### src/rtl/tdor_pkg.sv
// Shared types and constants for the torus dimension-order router.
`timescale 1ns / 1ps
`default_nettype none

package tdor_pkg;

    localparam int NODE_W   = 10;
    localparam int SIDE_W   = 6;
    localparam int COORD_W  = 5;
    localparam int HOP_W    = 6;
    localparam int DIR_W    = 3;
    localparam int CFG_IDX_W = 2;
    localparam int MAX_SIDE = 32;

    localparam int DIV_STEPS = NODE_W;
    localparam int CNT_W     = $clog2(DIV_STEPS);

    localparam logic [CFG_IDX_W-1:0] CFG_GRID_ROWS = 2'd0;
    localparam logic [CFG_IDX_W-1:0] CFG_GRID_COLS = 2'd1;

    localparam logic [DIR_W-1:0] DIR_NONE  = 3'd0;
    localparam logic [DIR_W-1:0] DIR_NORTH = 3'd1;
    localparam logic [DIR_W-1:0] DIR_SOUTH = 3'd2;
    localparam logic [DIR_W-1:0] DIR_WEST  = 3'd3;
    localparam logic [DIR_W-1:0] DIR_EAST  = 3'd4;

    typedef struct packed {
        logic [NODE_W-1:0] source_node;
        logic [NODE_W-1:0] dest_node;
    } tdor_in_t;

    typedef struct packed {
        logic [NODE_W-1:0] route_node;
        logic [HOP_W-1:0]  hop_index;
        logic [DIR_W-1:0]  move_dir;
        logic              last;
        logic              range_error;
    } tdor_out_t;

    typedef struct packed {
        logic load;
        logic div_step;
        logic emit_first;
        logic emit_hop;
    } tdor_cmd_t;

    typedef struct packed {
        logic slot_free;
        logic first_last;
        logic hop_last;
    } tdor_stat_t;

endpackage

`default_nettype wire

### src/rtl/torus_dimension_order_router.sv
// Top level of the torus dimension-order router.
// A request is loaded, divided by the column count in ST_DIV, and its source result
// is registered on m_valid; each further hop result follows from ST_HOP whenever the
// output slot is free. The divider produces one quotient bit a cycle.
// A new request is accepted only once the last result of the previous one is emitted.
// Reset: synchronous active-low aresetn; grid_rows and grid_cols return to 1.
`timescale 1ns / 1ps
`default_nettype none

module torus_dimension_order_router
    import tdor_pkg::*;
(
    input  wire logic                 aclk,
    input  wire logic                 aresetn,
    input  wire logic                 cfg_we,
    input  wire logic [CFG_IDX_W-1:0] cfg_index,
    input  wire logic [SIDE_W-1:0]    cfg_wdata,
    input  wire logic                 s_valid,
    output logic                      s_ready,
    input  wire tdor_in_t             s_data,
    output logic                      m_valid,
    input  wire logic                 m_ready,
    output tdor_out_t                 m_data
);

    tdor_cmd_t  cmd;
    tdor_stat_t stat;

    tdor_ctrl u_ctrl (
        .aclk    (aclk),
        .aresetn (aresetn),
        .s_valid (s_valid),
        .s_ready (s_ready),
        .stat    (stat),
        .cmd     (cmd)
    );

    tdor_datapath u_datapath (
        .aclk      (aclk),
        .aresetn   (aresetn),
        .cfg_we    (cfg_we),
        .cfg_index (cfg_index),
        .cfg_wdata (cfg_wdata),
        .s_data    (s_data),
        .cmd       (cmd),
        .stat      (stat),
        .m_valid   (m_valid),
        .m_ready   (m_ready),
        .m_data    (m_data)
    );

    a_err_single: assert property (@(posedge aclk) disable iff (!aresetn)
        m_valid && m_data.range_error |-> m_data.last && m_data.route_node == '0 &&
        m_data.hop_index == '0)
        else $error("range error result is not a single empty result");

    a_hop_follows: assert property (@(posedge aclk) disable iff (!aresetn)
        m_valid && m_ready && !m_data.last |=>
        m_valid && m_data.hop_index == HOP_W'($past(m_data.hop_index) + HOP_W'(1)))
        else $error("next hop result missing or out of order");

    a_hop_moves: assert property (@(posedge aclk) disable iff (!aresetn)
        m_valid && m_data.hop_index != '0 |-> m_data.move_dir != DIR_NONE)
        else $error("hop result without a move");

    a_busy_after_accept: assert property (@(posedge aclk) disable iff (!aresetn)
        s_valid && s_ready |=> !s_ready)
        else $error("request accepted while previous request in progress");

endmodule

`default_nettype wire

### src/rtl/tdor_datapath.sv
// Datapath: config registers, coordinate divider, hop stepper and result register.
`timescale 1ns / 1ps
`default_nettype none

module tdor_datapath
    import tdor_pkg::*;
(
    input  wire logic                 aclk,
    input  wire logic                 aresetn,
    input  wire logic                 cfg_we,
    input  wire logic [CFG_IDX_W-1:0] cfg_index,
    input  wire logic [SIDE_W-1:0]    cfg_wdata,
    input  wire tdor_in_t             s_data,
    input  wire tdor_cmd_t            cmd,
    output tdor_stat_t                stat,
    output logic                      m_valid,
    input  wire logic                 m_ready,
    output tdor_out_t                 m_data
);

    function automatic logic [SIDE_W-1:0] side_eff(input logic [SIDE_W-1:0] v);
        logic [SIDE_W-1:0] r;
        if (v == '0) begin
            r = SIDE_W'(1);
        end else if (v > SIDE_W'(MAX_SIDE)) begin
            r = SIDE_W'(MAX_SIDE);
        end else begin
            r = v;
        end
        return r;
    endfunction

    logic [SIDE_W-1:0]  rows_reg, cols_reg;
    logic [SIDE_W-1:0]  rows_eff, cols_eff;
    logic [NODE_W-1:0]  src_reg, dst_reg;
    logic               err_reg;
    logic [NODE_W-1:0]  qs_reg, qd_reg;
    logic [COORD_W-1:0] rs_reg, rd_reg;
    logic [COORD_W-1:0] cur_col_reg, cur_row_reg, dest_col_reg, dest_row_reg;
    logic [HOP_W-1:0]   hop_reg;
    tdor_out_t          out_reg, out_next;
    logic               out_valid_reg, out_valid_next;

    logic [2*SIDE_W-1:0] total;
    logic                range_bad;

    logic [SIDE_W-1:0]  trial_s, trial_d, diff_s, diff_d;
    logic               ge_s, ge_d;

    logic [COORD_W-1:0] half_c, half_r, cols_m1, rows_m1;
    logic               col_fwd, row_fwd, east, south;
    logic [COORD_W-1:0] col_mag, row_mag;
    logic [COORD_W-1:0] next_col, next_row;
    logic [DIR_W-1:0]   hop_dir;
    logic [2*SIDE_W-1:0] node_prod;
    logic [2*SIDE_W-1:0] node_sum;
    logic [HOP_W-1:0]   hop_inc;

    assign rows_eff = side_eff(rows_reg);
    assign cols_eff = side_eff(cols_reg);

    assign total     = {{SIDE_W{1'b0}}, rows_eff} * {{SIDE_W{1'b0}}, cols_eff};
    assign range_bad = ({2'b00, s_data.source_node} >= total) ||
                       ({2'b00, s_data.dest_node} >= total);

    // Restoring division by the column count, one quotient bit a cycle.
    assign trial_s = {rs_reg, qs_reg[NODE_W-1]};
    assign trial_d = {rd_reg, qd_reg[NODE_W-1]};
    assign ge_s    = trial_s >= cols_eff;
    assign ge_d    = trial_d >= cols_eff;
    assign diff_s  = trial_s - cols_eff;
    assign diff_d  = trial_d - cols_eff;

    assign half_c  = cols_eff[SIDE_W-1:1];
    assign half_r  = rows_eff[SIDE_W-1:1];
    assign cols_m1 = COORD_W'(cols_eff - SIDE_W'(1));
    assign rows_m1 = COORD_W'(rows_eff - SIDE_W'(1));

    assign col_fwd = dest_col_reg > cur_col_reg;
    assign row_fwd = dest_row_reg > cur_row_reg;
    assign col_mag = col_fwd ? (dest_col_reg - cur_col_reg) : (cur_col_reg - dest_col_reg);
    assign row_mag = row_fwd ? (dest_row_reg - cur_row_reg) : (cur_row_reg - dest_row_reg);
    assign east    = col_fwd ^ (col_mag > half_c);
    assign south   = row_fwd ^ (row_mag > half_r);

    always_comb begin
        next_col = cur_col_reg;
        next_row = cur_row_reg;
        if (cur_col_reg != dest_col_reg) begin
            if (east) begin
                hop_dir  = DIR_EAST;
                next_col = (cur_col_reg == cols_m1) ? '0 : cur_col_reg + COORD_W'(1);
            end else begin
                hop_dir  = DIR_WEST;
                next_col = (cur_col_reg == '0) ? cols_m1 : cur_col_reg - COORD_W'(1);
            end
        end else if (south) begin
            hop_dir  = DIR_SOUTH;
            next_row = (cur_row_reg == rows_m1) ? '0 : cur_row_reg + COORD_W'(1);
        end else begin
            hop_dir  = DIR_NORTH;
            next_row = (cur_row_reg == '0) ? rows_m1 : cur_row_reg - COORD_W'(1);
        end
    end

    assign node_prod = {{(2*SIDE_W-COORD_W){1'b0}}, next_row} * {{SIDE_W{1'b0}}, cols_eff};
    assign node_sum  = node_prod + {{(2*SIDE_W-COORD_W){1'b0}}, next_col};
    assign hop_inc   = hop_reg + HOP_W'(1);

    assign stat.slot_free  = !out_valid_reg || m_ready;
    assign stat.first_last = err_reg || (src_reg == dst_reg);
    assign stat.hop_last   = (next_col == dest_col_reg) && (next_row == dest_row_reg);

    always_comb begin
        out_next       = out_reg;
        out_valid_next = m_ready ? 1'b0 : out_valid_reg;
        if (cmd.emit_first) begin
            out_valid_next = 1'b1;
            if (err_reg) begin
                out_next.route_node  = '0;
                out_next.hop_index   = '0;
                out_next.move_dir    = DIR_NONE;
                out_next.last        = 1'b1;
                out_next.range_error = 1'b1;
            end else begin
                out_next.route_node  = src_reg;
                out_next.hop_index   = '0;
                out_next.move_dir    = DIR_NONE;
                out_next.last        = src_reg == dst_reg;
                out_next.range_error = 1'b0;
            end
        end else if (cmd.emit_hop) begin
            out_valid_next       = 1'b1;
            out_next.route_node  = node_sum[NODE_W-1:0];
            out_next.hop_index   = hop_inc;
            out_next.move_dir    = hop_dir;
            out_next.last        = stat.hop_last;
            out_next.range_error = 1'b0;
        end
    end

    always_ff @(posedge aclk) begin
        if (!aresetn) begin
            rows_reg      <= SIDE_W'(1);
            cols_reg      <= SIDE_W'(1);
            out_valid_reg <= 1'b0;
        end else begin
            if (cfg_we && cfg_index == CFG_GRID_ROWS) begin
                rows_reg <= cfg_wdata;
            end
            if (cfg_we && cfg_index == CFG_GRID_COLS) begin
                cols_reg <= cfg_wdata;
            end
            out_valid_reg <= out_valid_next;
        end
    end

    always_ff @(posedge aclk) begin
        out_reg <= out_next;
        if (cmd.load) begin
            src_reg <= s_data.source_node;
            dst_reg <= s_data.dest_node;
            err_reg <= range_bad;
            qs_reg  <= s_data.source_node;
            qd_reg  <= s_data.dest_node;
            rs_reg  <= '0;
            rd_reg  <= '0;
        end else if (cmd.div_step) begin
            qs_reg <= {qs_reg[NODE_W-2:0], ge_s};
            qd_reg <= {qd_reg[NODE_W-2:0], ge_d};
            rs_reg <= ge_s ? diff_s[COORD_W-1:0] : trial_s[COORD_W-1:0];
            rd_reg <= ge_d ? diff_d[COORD_W-1:0] : trial_d[COORD_W-1:0];
        end
        if (cmd.emit_first && !err_reg) begin
            cur_col_reg  <= rs_reg;
            cur_row_reg  <= qs_reg[COORD_W-1:0];
            dest_col_reg <= rd_reg;
            dest_row_reg <= qd_reg[COORD_W-1:0];
            hop_reg      <= '0;
        end else if (cmd.emit_hop) begin
            cur_col_reg <= next_col;
            cur_row_reg <= next_row;
            hop_reg     <= hop_inc;
        end
    end

    assign m_valid = out_valid_reg;
    assign m_data  = out_reg;

endmodule

`default_nettype wire

### src/rtl/tdor_ctrl.sv
// Controller: sequences accept, division, source result and hop results.
`timescale 1ns / 1ps
`default_nettype none

module tdor_ctrl
    import tdor_pkg::*;
(
    input  wire logic       aclk,
    input  wire logic       aresetn,
    input  wire logic       s_valid,
    output logic            s_ready,
    input  wire tdor_stat_t stat,
    output tdor_cmd_t       cmd
);

    localparam logic [1:0] ST_IDLE  = 2'd0;
    localparam logic [1:0] ST_DIV   = 2'd1;
    localparam logic [1:0] ST_FIRST = 2'd2;
    localparam logic [1:0] ST_HOP   = 2'd3;

    logic [1:0]       state_reg, state_next;
    logic [CNT_W-1:0] cnt_reg, cnt_next;

    always_comb begin
        state_next = state_reg;
        cnt_next   = cnt_reg;
        s_ready    = 1'b0;
        cmd        = '0;
        case (state_reg)
            ST_IDLE: begin
                s_ready = 1'b1;
                if (s_valid) begin
                    cmd.load   = 1'b1;
                    cnt_next   = '0;
                    state_next = ST_DIV;
                end
            end
            ST_DIV: begin
                cmd.div_step = 1'b1;
                cnt_next     = cnt_reg + CNT_W'(1);
                if (cnt_reg == CNT_W'(DIV_STEPS - 1)) begin
                    state_next = ST_FIRST;
                end
            end
            ST_FIRST: begin
                if (stat.slot_free) begin
                    cmd.emit_first = 1'b1;
                    state_next     = stat.first_last ? ST_IDLE : ST_HOP;
                end
            end
            ST_HOP: begin
                if (stat.slot_free) begin
                    cmd.emit_hop = 1'b1;
                    if (stat.hop_last) begin
                        state_next = ST_IDLE;
                    end
                end
            end
            default: begin
                state_next = ST_IDLE;
            end
        endcase
    end

    always_ff @(posedge aclk) begin
        if (!aresetn) begin
            state_reg <= ST_IDLE;
            cnt_reg   <= '0;
        end else begin
            state_reg <= state_next;
            cnt_reg   <= cnt_next;
        end
    end

endmodule

`default_nettype wire

### config.mk
export PLATFORM = sky130hd
export DESIGN_NAME = torus_dimension_order_router
export DESIGN_NICKNAME = d
export VERILOG_FILES = /design/src/rtl/tdor_pkg.sv /design/src/rtl/torus_dimension_order_router.sv /design/src/rtl/tdor_datapath.sv /design/src/rtl/tdor_ctrl.sv
export SDC_FILE = /design/constraint.sdc
export NUM_CORES = 1
export LEC_CHECK = 0
export BUFFER_PORTS_ARGS = -buffer_cell sky130_fd_sc_hd__buf_2
export CAP_MARGIN = 20
export CORE_ASPECT_RATIO = 2
export CORE_MARGIN = 5
export CORE_UTILIZATION = 60
export DETAILED_ROUTE_END_ITERATION = 12
export HOLD_SLACK_MARGIN = 0.15
export PLACE_DENSITY = 0.79
export SETUP_SLACK_MARGIN = 0.5
export SYNTH_ARGS = -nofsm -noshare
export SYNTH_HDL_FRONTEND = slang
export SYNTH_SLANG_ARGS = --single-unit
### constraint.sdc
create_clock -name aclk -period 8.8 [get_ports aclk]
set_input_delay 0.44 -clock aclk [delete_from_list [all_inputs] [get_ports aclk]]
set_output_delay 0.44 -clock aclk [all_outputs]
set_load 0.01 [all_outputs]
* Word-level counts from Yosys, hierarchy flattened
Index checks and enable logic that the tools add are counted.
** Word-level totals
- Output and inout bits :: 23
- Bits of input ports :: 33
- Logic and storage cells :: 138
- Bits in registers :: 117
** Operators by class
- Reductions and logical operators :: 22
- $lt $le $gt $ge :: 10
- Bitwise logic cells :: 2
- Equal/unequal tests :: 16
- Add/sub/neg operators :: 15
- Multiply operators :: 2
- Multiplexer cells :: 49
** Operators by type and width (number)
- 5-bit two-way mux :: 16
- 21-bit two-way mux :: 3
- 10-bit two-way mux :: 4
- 5-bit subtractor :: 6
- 10-bit by 12-bit >= comparator with 1-bit output :: 2
- 6-bit two-way mux :: 4
- 5-bit equality test :: 4
- 5-bit > comparator :: 4
- 5-bit by 1-bit subtractor with 5-bit output, second input constant :: 4
- 2-bit two-way mux :: 7
- 6-bit >= comparator :: 2
- 6-bit > comparator, second input constant :: 2
- 6-bit logical NOT :: 2
- 6-bit by 6-bit multiplier with 12-bit output :: 1
- 10-bit by 5-bit adder with 10-bit output :: 1
- 5-bit by 1-bit adder with 5-bit output, second input constant :: 2
- 10-bit equality test :: 1
- 5-bit logical NOT :: 2
- 5-bit by 6-bit multiplier with 10-bit output :: 1
- 1-bit two-way mux :: 10
- 2-bit != test, second input constant :: 4
- 2-bit one-hot mux with 4 select lines :: 1
- 4-bit one-hot mux with 2 select lines :: 1
- 2-bit nonzero test :: 4
- 17 further kinds :: 28

* Logic depth before layout (Yosys ltp)
Gate-level depths: netlist of the first run.
- Word-level depth :: 13
- Gate-level depth with buffers :: 33
- Depth with buffers taken out :: 32

* By module
A second synthesis of the first run with hierarchy kept.
** Unflattened totals
- Cells, all modules :: 1000
- Area total of the unflattened synthesis :: 9680.5 um2
** Modules (own cells, without submodules)
- tdor_datapath :: cells an instance 958, instances 1, area each 9334.0 um2, seq. area each 3042.9 um2
- tdor_ctrl :: cells an instance 42, instances 1, area each 346.6 um2, seq. area each 120.1 um2

* Worst setup path before layout of the first run
OpenSTA, ideal clock, no wires.
- Path type :: register to register
- From :: register u_datapath.cur_row_reg[2]
- To :: register u_datapath.out_reg, in the netlist u_datapath.m_data[20], data pin
- Path slack :: 1.688 ns
- Arrival :: 6.844 ns
- Buffers on the path :: 1
- Data required time :: 8.533 ns
- Setup time :: 0.267 ns
- Clock period less this slack :: 7.112 ns
- Stages on the path, launching flop included :: 32
- Cell sequence :: edfxtp_1 -> clkbuf_1 -> inv_1 -> ha_1 -> a21oi_2 -> a21boi_1 -> o31ai_4 -> mux2i_1 -> o21ai_0 -> a221oi_1 -> xnor2_1 -> ha_1 -> nand3_1 -> o22ai_1 -> a21oi_1 -> xor2_2 -> a211oi_1 -> a311oi_4 -> nand2b_1 -> fa_1 -> fa_1 -> fa_1 -> inv_1 -> ha_1 -> a21oi_1 -> o21bai_1 -> a21oi_1 -> o21bai_1 -> a21oi_1 -> xnor2_1 -> xnor2_1 -> o21ai_0
** RTL lines
- from (decl) :: line tdor_datapath.sv:39 : logic [COORD_W-1:0] cur_col_reg, cur_row_reg, dest_col_reg, dest_row_reg;
- from (signal assigned) :: line tdor_datapath.sv:176 : cur_row_reg <= qs_reg[COORD_W-1:0];
- from (signal assigned) :: line tdor_datapath.sv:182 : cur_row_reg <= next_row;
- to (signal assigned) :: line tdor_datapath.sv:159 : out_reg <= out_next;
- to (decl) :: line tdor_datapath.sv:41 : tdor_out_t out_reg, out_next;

==> results of run 1 <==
## placed cells by master (no fill, tap or decap), drive strengths merged, types with 3 or more instances in the layout
master / instances
nand2b: 14
o211ai: 4
nand2: 132
a211oi: 5
a31oi: 4
fa: 39
a221oi: 4
o22ai: 8
clkinv: 7
a21o: 16
and3: 7
a311oi: 3
o21ai: 44
inv: 114
mux2i: 20
o21bai: 4
nor3: 13
xor2: 27
bufinv: 5
edfxtp: 82
dfxtp: 35
o21a: 3
xnor2: 39
buf: 67
a21oi: 62
mux2: 3
and2: 8
ha: 108
nand3b: 14
nand3: 19
nor3b: 3
nor2: 100
nor4: 5
o31ai: 7
o2bb2ai: 3
clkbuf: 18
nor2b: 17
or3b: 3
## routing by layer
metal	GRT usage (%)	vias to the layer above	wire length [µm]
met5	0	-	0
met4	23.57	0	2335
met3	3.760	113	1019
met2	51.09	249	13680
met1	27.78	3659	8536
li1	-	3594	-
## area by class of cell
cell class,count,area (µm²),share of cell area (%)
repair buffers,67,377.9,3.541
multi-input cells,759,5802,54.37
flip-flops and latches,117,3163,29.64
clock buffers,18,429.2,4.022
clock inverters,14,224.0,2.099
inverters,113,424.2,3.975
well taps,201,251.5,2.357
## kinds of logic after synthesis
family	after synthesis	share of synthesized area, %
XOR/XNOR	67	6.487
AO/OA/AOI/OAI	180	12.87
adder cells (fa/ha/maj)	147	22.47
buffers and inverters	142	5.762
multiplexers	23	2.466
AND/OR/NAND/NOR	342	16.61
flip-flops	117	33.33
## worst max-delay path by stage
stage                               from               endpoint  depth (start not counted)
4_1_cts        u_datapath.cur_row_reg[2]  u_datapath.m_data[20]                         29
2_1_floorplan  u_datapath.cur_row_reg[2]  u_datapath.m_data[20]                         31
3_3_place_gp   u_datapath.cur_row_reg[2]  u_datapath.m_data[20]                         29
6_report       u_datapath.cur_row_reg[2]  u_datapath.m_data[20]                         29
3_5_place_dp   u_datapath.cur_row_reg[2]  u_datapath.m_data[20]                         29
5_1_grt        u_datapath.cur_row_reg[2]  u_datapath.m_data[20]                         29
## power by group through the flow
| stage | sequential [mW] | combinational (mW) | clock (mW) |
|---|---|---|---|
| 5_1_grt | 0.911 | 1.40 | 0.808 |
| 4_1_cts | 0.895 | 1.25 | 0.784 |
| 6_report | 0.898 | 1.26 | 0.782 |
| 3_5_place_dp | 0.904 | 1.23 | 0 |
| 2_1_floorplan | 0.879 | 0.887 | 0 |
| 3_3_place_gp | 0.902 | 1.19 | 0 |
## what timing repair did
action	in CTS	in global routing
setup endpoints to repair	0	1
setup buffers	0	1
gates resized for setup	0	3
==> results.md, run 1 <==
* CP Buf/Inv Count at 1
* DR vias/cell at approximately 6
* Initial antenna violation count at 0
* First-pass DRT Iterations at 5
* Placed cell area at roughly 10000 µm²
* Primary FF master, synth: edfxtp_1
* Synth Net Count at 1198
* Clock Tree Root: clkbuf_16
* Crit. End Element: register
* CP required at 8.95 ns
* Die Ht at 187.9 µm
* Power per standard cell area at 275.6 nW/µm²
* CTS tree: built
* Fmax at approximately 0.13 GHz
* Clock share of power at 26.6%
* Sequential share of power at around 30%
* Slew headroom at 26.22%
* Remaining antenna violation count at 0
* Crit-path slowest cell: fa_1
* CTS Buffer Depth at 2
* Switch Pwr at 1.151 mW
* Final setup TNS at 0 ns
* Endpoints failing setup at 0
* Clk Latency, worst-skew pair at 0.43 ns
* Critical R2R Launch: u_datapath.cur_row_reg[2]
* Synth top area cells: edfxtp_1 (26%), ha_1 (14%), fa_1 (8.2%), dfxtp_1 (7.4%), nand2_1 (5.2%)
* Port Buffers at 55
* Seq/Total Area, Yosys at ~33%
* Final HPWL DP at slightly below 20000 µm
* RR Endpoint: u_datapath.m_data[20]
* Die width at 98.93 µm
* Largest net degree at the start of global routing at 34
* CTS Buf Count at 17
* Fin util at between 60% and 70%
* Area Overhead vs Synth at 12.46%
* Min Hold Slack at 0.2092 ns
* Switching Share at approximately two fifths
* Startpoint types: register
* Pre-CTS setup slack at 0.8584 ns
* Comb power frac at 42.9%
* Async set-reset flop share out of synthesis at 0%
* WHS Endpoint: u_datapath.rows_reg[0]
* Tot GR Track Use at 28.35%
* Layout cell share with drive strength beyond 1 at 11.86%
* Routed Wire Length at 25570 µm
* Core Box Area at approximately 16000 µm²
* Final hold vios at 0
* Top-area cell type share of the netlist area at 25.95%
* Flop2flop setup slack at approximately 0.95 ns
* Pwr Total at 2.942 mW
* #FFs+latches synth at roughly 120
* Final net count at 1255
* Drt drc at 0
* Number of global-route vias before repair at 7788
* Fillers at between 1000 and 1500
* Max reg flops at 21
* Post-DR wirelength/cell at 19.84 µm
* Number of synthesized flops with an enable pin at 82
* CP max FO at 9
* Placer Congestion at 0.9359
* Diode count at 0
* First-pass GRT wire length at slightly above 40000 µm
* Slew at the pin with the worst max-slew slack at roughly 1.1 ns
* Design area at 10670 µm²
* Slew Viols, Final at 0
* Status: finished, final reports clean
* Post-Syn Instances at ~1000
* Final Critical Period at 7.851 ns
* GR Overflow Total at 0
* Setup ws final at 0.9494 ns
* Dpl cells at approximately 1300
* H-Tree Depth at 4
* Largest area contributor in the netlist: edfxtp_1
* Vias at 7615
* Maximum VDD drop at 0.2822 mV
* Number of max-cap violations at 0
* Row cnt at between 60 and 70
* Count leader, synth: nand2_1
* P_leak at 4.760 nW
* I/O pins at between 50 and 60
* Kind of critical path: reg -> reg
* Initial Utilization at 60.45%
* Synth unique cells at 75
* Most frequent cells after synthesis: nand2_1 (132), ha_1 (108), inv_1 (108), nor2_1 (97), edfxtp_1 (82)
* RSZ-0062 raised after global routing: no
* Worst Reg-to-Reg Cells at 29
* Mapped cell area at 9489 µm²
* DIE AREA at 18580 µm²
* Reg clk slew, reported paths at 0.06 ns
* WP data arrival at 8.00 ns
* Starting DRT DRC Count at 408
* Internal power at 1.791 mW
* Skew final at 0.01338 ns
* Post-Layout Cell Count at 1289
* Period utilisation layout at 89.21%
* Clock Sinks at 117
* Synth warn at 0
* Avg Cell Area, Syn at approximately 9.3 µm²
* Delay-heaviest family, CP: compound AO/OA/AOI/OAI gates
* Worst Hold Depth at 2
* Hold_buf cts at 0
* Hold Crit Start: aresetn
* Worst hold path class: in -> reg
* Slowest Stage Delay on Critical Path at 0.58 ns
(Power assumes the default switching activity.)
==> run 2, diff against run 1 <==
--- a/config.mk
+++ b/config.mk
@@ -13,6 +13,7 @@
 export DETAILED_ROUTE_END_ITERATION = 12
 export HOLD_SLACK_MARGIN = 0.15
 export PLACE_DENSITY = 0.79
+export RECOVER_POWER = 50
 export SETUP_SLACK_MARGIN = 0.5
 export SYNTH_ARGS = -nofsm -noshare
 export SYNTH_HDL_FRONTEND = slang
==> run 2 against run 1 <==
Effect of this change: clock power hardly changed; global-route usage unchanged; die area is the same; critical path depth did not move; first-iteration DRC count is 6.6% higher; maximum frequency fell by 0.44%; sequential cell count unchanged; setup slack got worse by 0.035 ns; power shrank 0.31%; critical path type unchanged; largest cell class unchanged; highest routed layer unchanged.
==> results.md, run 2 (same netlist as run 1, synthesis figures left out) <==
* Status: finished, final reports clean
* Sequential share of power at 30.7%
* Comb power frac at a little over two fifths
* Number of max-cap violations at 0
* Skew final at 0.01336 ns
* Final hold vios at 0
* Number of global-route vias before repair at 7788
* Fmax at 0.1268 GHz
* Area Overhead vs Synth at 11.76%
* Remaining antenna violation count at 0
* Setup ws final at 0.9147 ns
* WP data arrival at 7.99 ns
* CTS Buffer Depth at 2
* Initial Utilization at between 60 and 70%
* Reg clk slew, reported paths at about 0.06 ns
* Crit path launch: u_datapath.cur_row_reg[2]
* Internal power at 1.778 mW
* Core Box Area at 15700 µm²
* Switching Share at between 30 and 40%
* DIE AREA at approximately 19000 µm²
* Critical R2R Launch: u_datapath.cur_row_reg[2]
* Row cnt at 65
* Diode count at 0
* CTS tree: built
* H-Tree Depth at 4
* Kind of critical path: reg -> reg
* CTS Buf Count at 17
* CP required at 8.91 ns
* Worst hold path class: in -> reg
* Slowest Stage Delay on Critical Path at 0.58 ns
* Clock Tree Root: clkbuf_16
* Largest net degree at the start of global routing at 34
* Crit-path slowest cell: fa_1
* CP max FO at 9
* Final setup TNS at 0 ns
* Die Ht at 187.9 µm
* Worst setup path endpoint: u_datapath.m_data[20]
* Clock share of power at 26.6%
* Min Hold Slack at 0.2049 ns
* Drt drc at 0
* Tot GR Track Use at between 20% and 30%
* DR vias/cell at 5.895
* RR Endpoint: u_datapath.m_data[20]
* Endpoints failing setup at 0
* First-pass GRT wire length at 40330 µm
* Post-DR wirelength/cell at 19.87 µm
* Maximum VDD drop at 0.2825 mV
* Period utilisation layout at 89.61%
* Most frequent cells in the layout: nand2_1 (132), inv_1 (108), ha_1 (108)
* Port Buffers at 55
* Routed Wire Length at around 26000 µm
* I/O pins at 56
* GR Overflow Total at 0
* Pre-CTS setup slack at 0.8584 ns
* Starting DRT DRC Count at around 440
* Hold_buf cts at 0
* Initial antenna violation count at 0
* P_leak at ~4.6 nW
* Clk Latency, worst-skew pair at 0.43 ns
* Commonest non-fill, non-tap cell in the layout: nand2_1
* Clock Sinks at 117
* First-pass DRT Iterations at 5
* Startpoint types: register
* Layout cell share with drive strength beyond 1 at 7.537%
* Crit. End Element: register
* Slew at the pin with the worst max-slew slack at 1.308 ns
* Final HPWL DP at 19640 µm
* Slew Viols, Final at 0
* Final Critical Period at roughly 7.9 ns
* Worst Reg-to-Reg Cells at 29
* Vias at 7599
* Power per standard cell area at 276.5 nW/µm²
* Pwr Total at 2.932 mW
* Die width at 98.93 µm
* Switch Pwr at 1.154 mW
* Final net count at 1255
* RSZ-0062 raised after global routing: no
* Slew headroom at 12.79%
* Placer Congestion at 0.9359
* Max reg flops at 21
* Flop2flop setup slack at slightly above 0.9 ns
==> run 2: metrics by stage <==
stage	utilization, %	area, µm²	cells
2_1_floorplan	-	9489	1018
3_3_place_gp	63.51	9968	1255
3_5_place_dp	63.63	9988	1256
4_1_cts	67.80	10640	1288
5_1_grt	67.56	10610	1289
6_report	67.56	10610	1289
==> run 2: cell type report <==
cell class                      instances  area (µm²)
Clock inverter                         14       224.0
Inverter                              113       424.2
Sequential cell                       117        3163
Fill cell                            1274        5091
Timing Repair Buffer                   67       311.5
Multi-Input combinational cell        759        5802
Clock buffer                           18       429.2
Tap cell                              201       251.5
==> run 2: critical path, delay by kind of cell, from the launching register on <==
kind	cells	cell delay, ns
mux	1	0.26
fa+ha+maj	6	2.62
flops	1	0.53
simple gates	3	0.45
compound gates	14	2.84
buf+inv	1	0.06
xor+xnor	4	0.79
==> run 2: worst min path at each step <==
stage	end	slack, ns	cells after the start	from
floorplan	u_datapath.dest_row_reg[0]	0.43	0	u_datapath.qd_reg[0]
global placement	u_datapath.dest_row_reg[0]	0.47	0	u_datapath.qd_reg[0]
detailed placement	u_datapath.dest_row_reg[0]	0.47	0	u_datapath.qd_reg[0]
CTS	u_datapath.rows_reg[0]	0.20	2	aresetn
global route	u_datapath.rows_reg[0]	0.21	2	aresetn
finish	u_datapath.rows_reg[0]	0.20	2	aresetn
==> run 2: layer usage <==
metal	wire length (µm)	part of all wire [%]	track usage (%)
met5	0	0	0
met2	13700	54	51.09
met1	8605	34	27.78
met4	2345	9.2	23.57
met3	952	3.7	3.760
==> run 2: power by group through the flow <==
stage | Clock (mW) | Sequential, mW | Combinational [mW]
2_1_floorplan | 0 | 0.879 | 0.887
3_5_place_dp | 0 | 0.904 | 1.23
6_report | 0.780 | 0.900 | 1.25
5_1_grt | 0.808 | 0.913 | 1.39
3_3_place_gp | 0 | 0.902 | 1.19
4_1_cts | 0.784 | 0.895 | 1.25
==> run 2: repair_timing <==
action	CTS	global route
resized for setup	0	3
buffers inserted	0	1
setup endpoints to repair	0	1
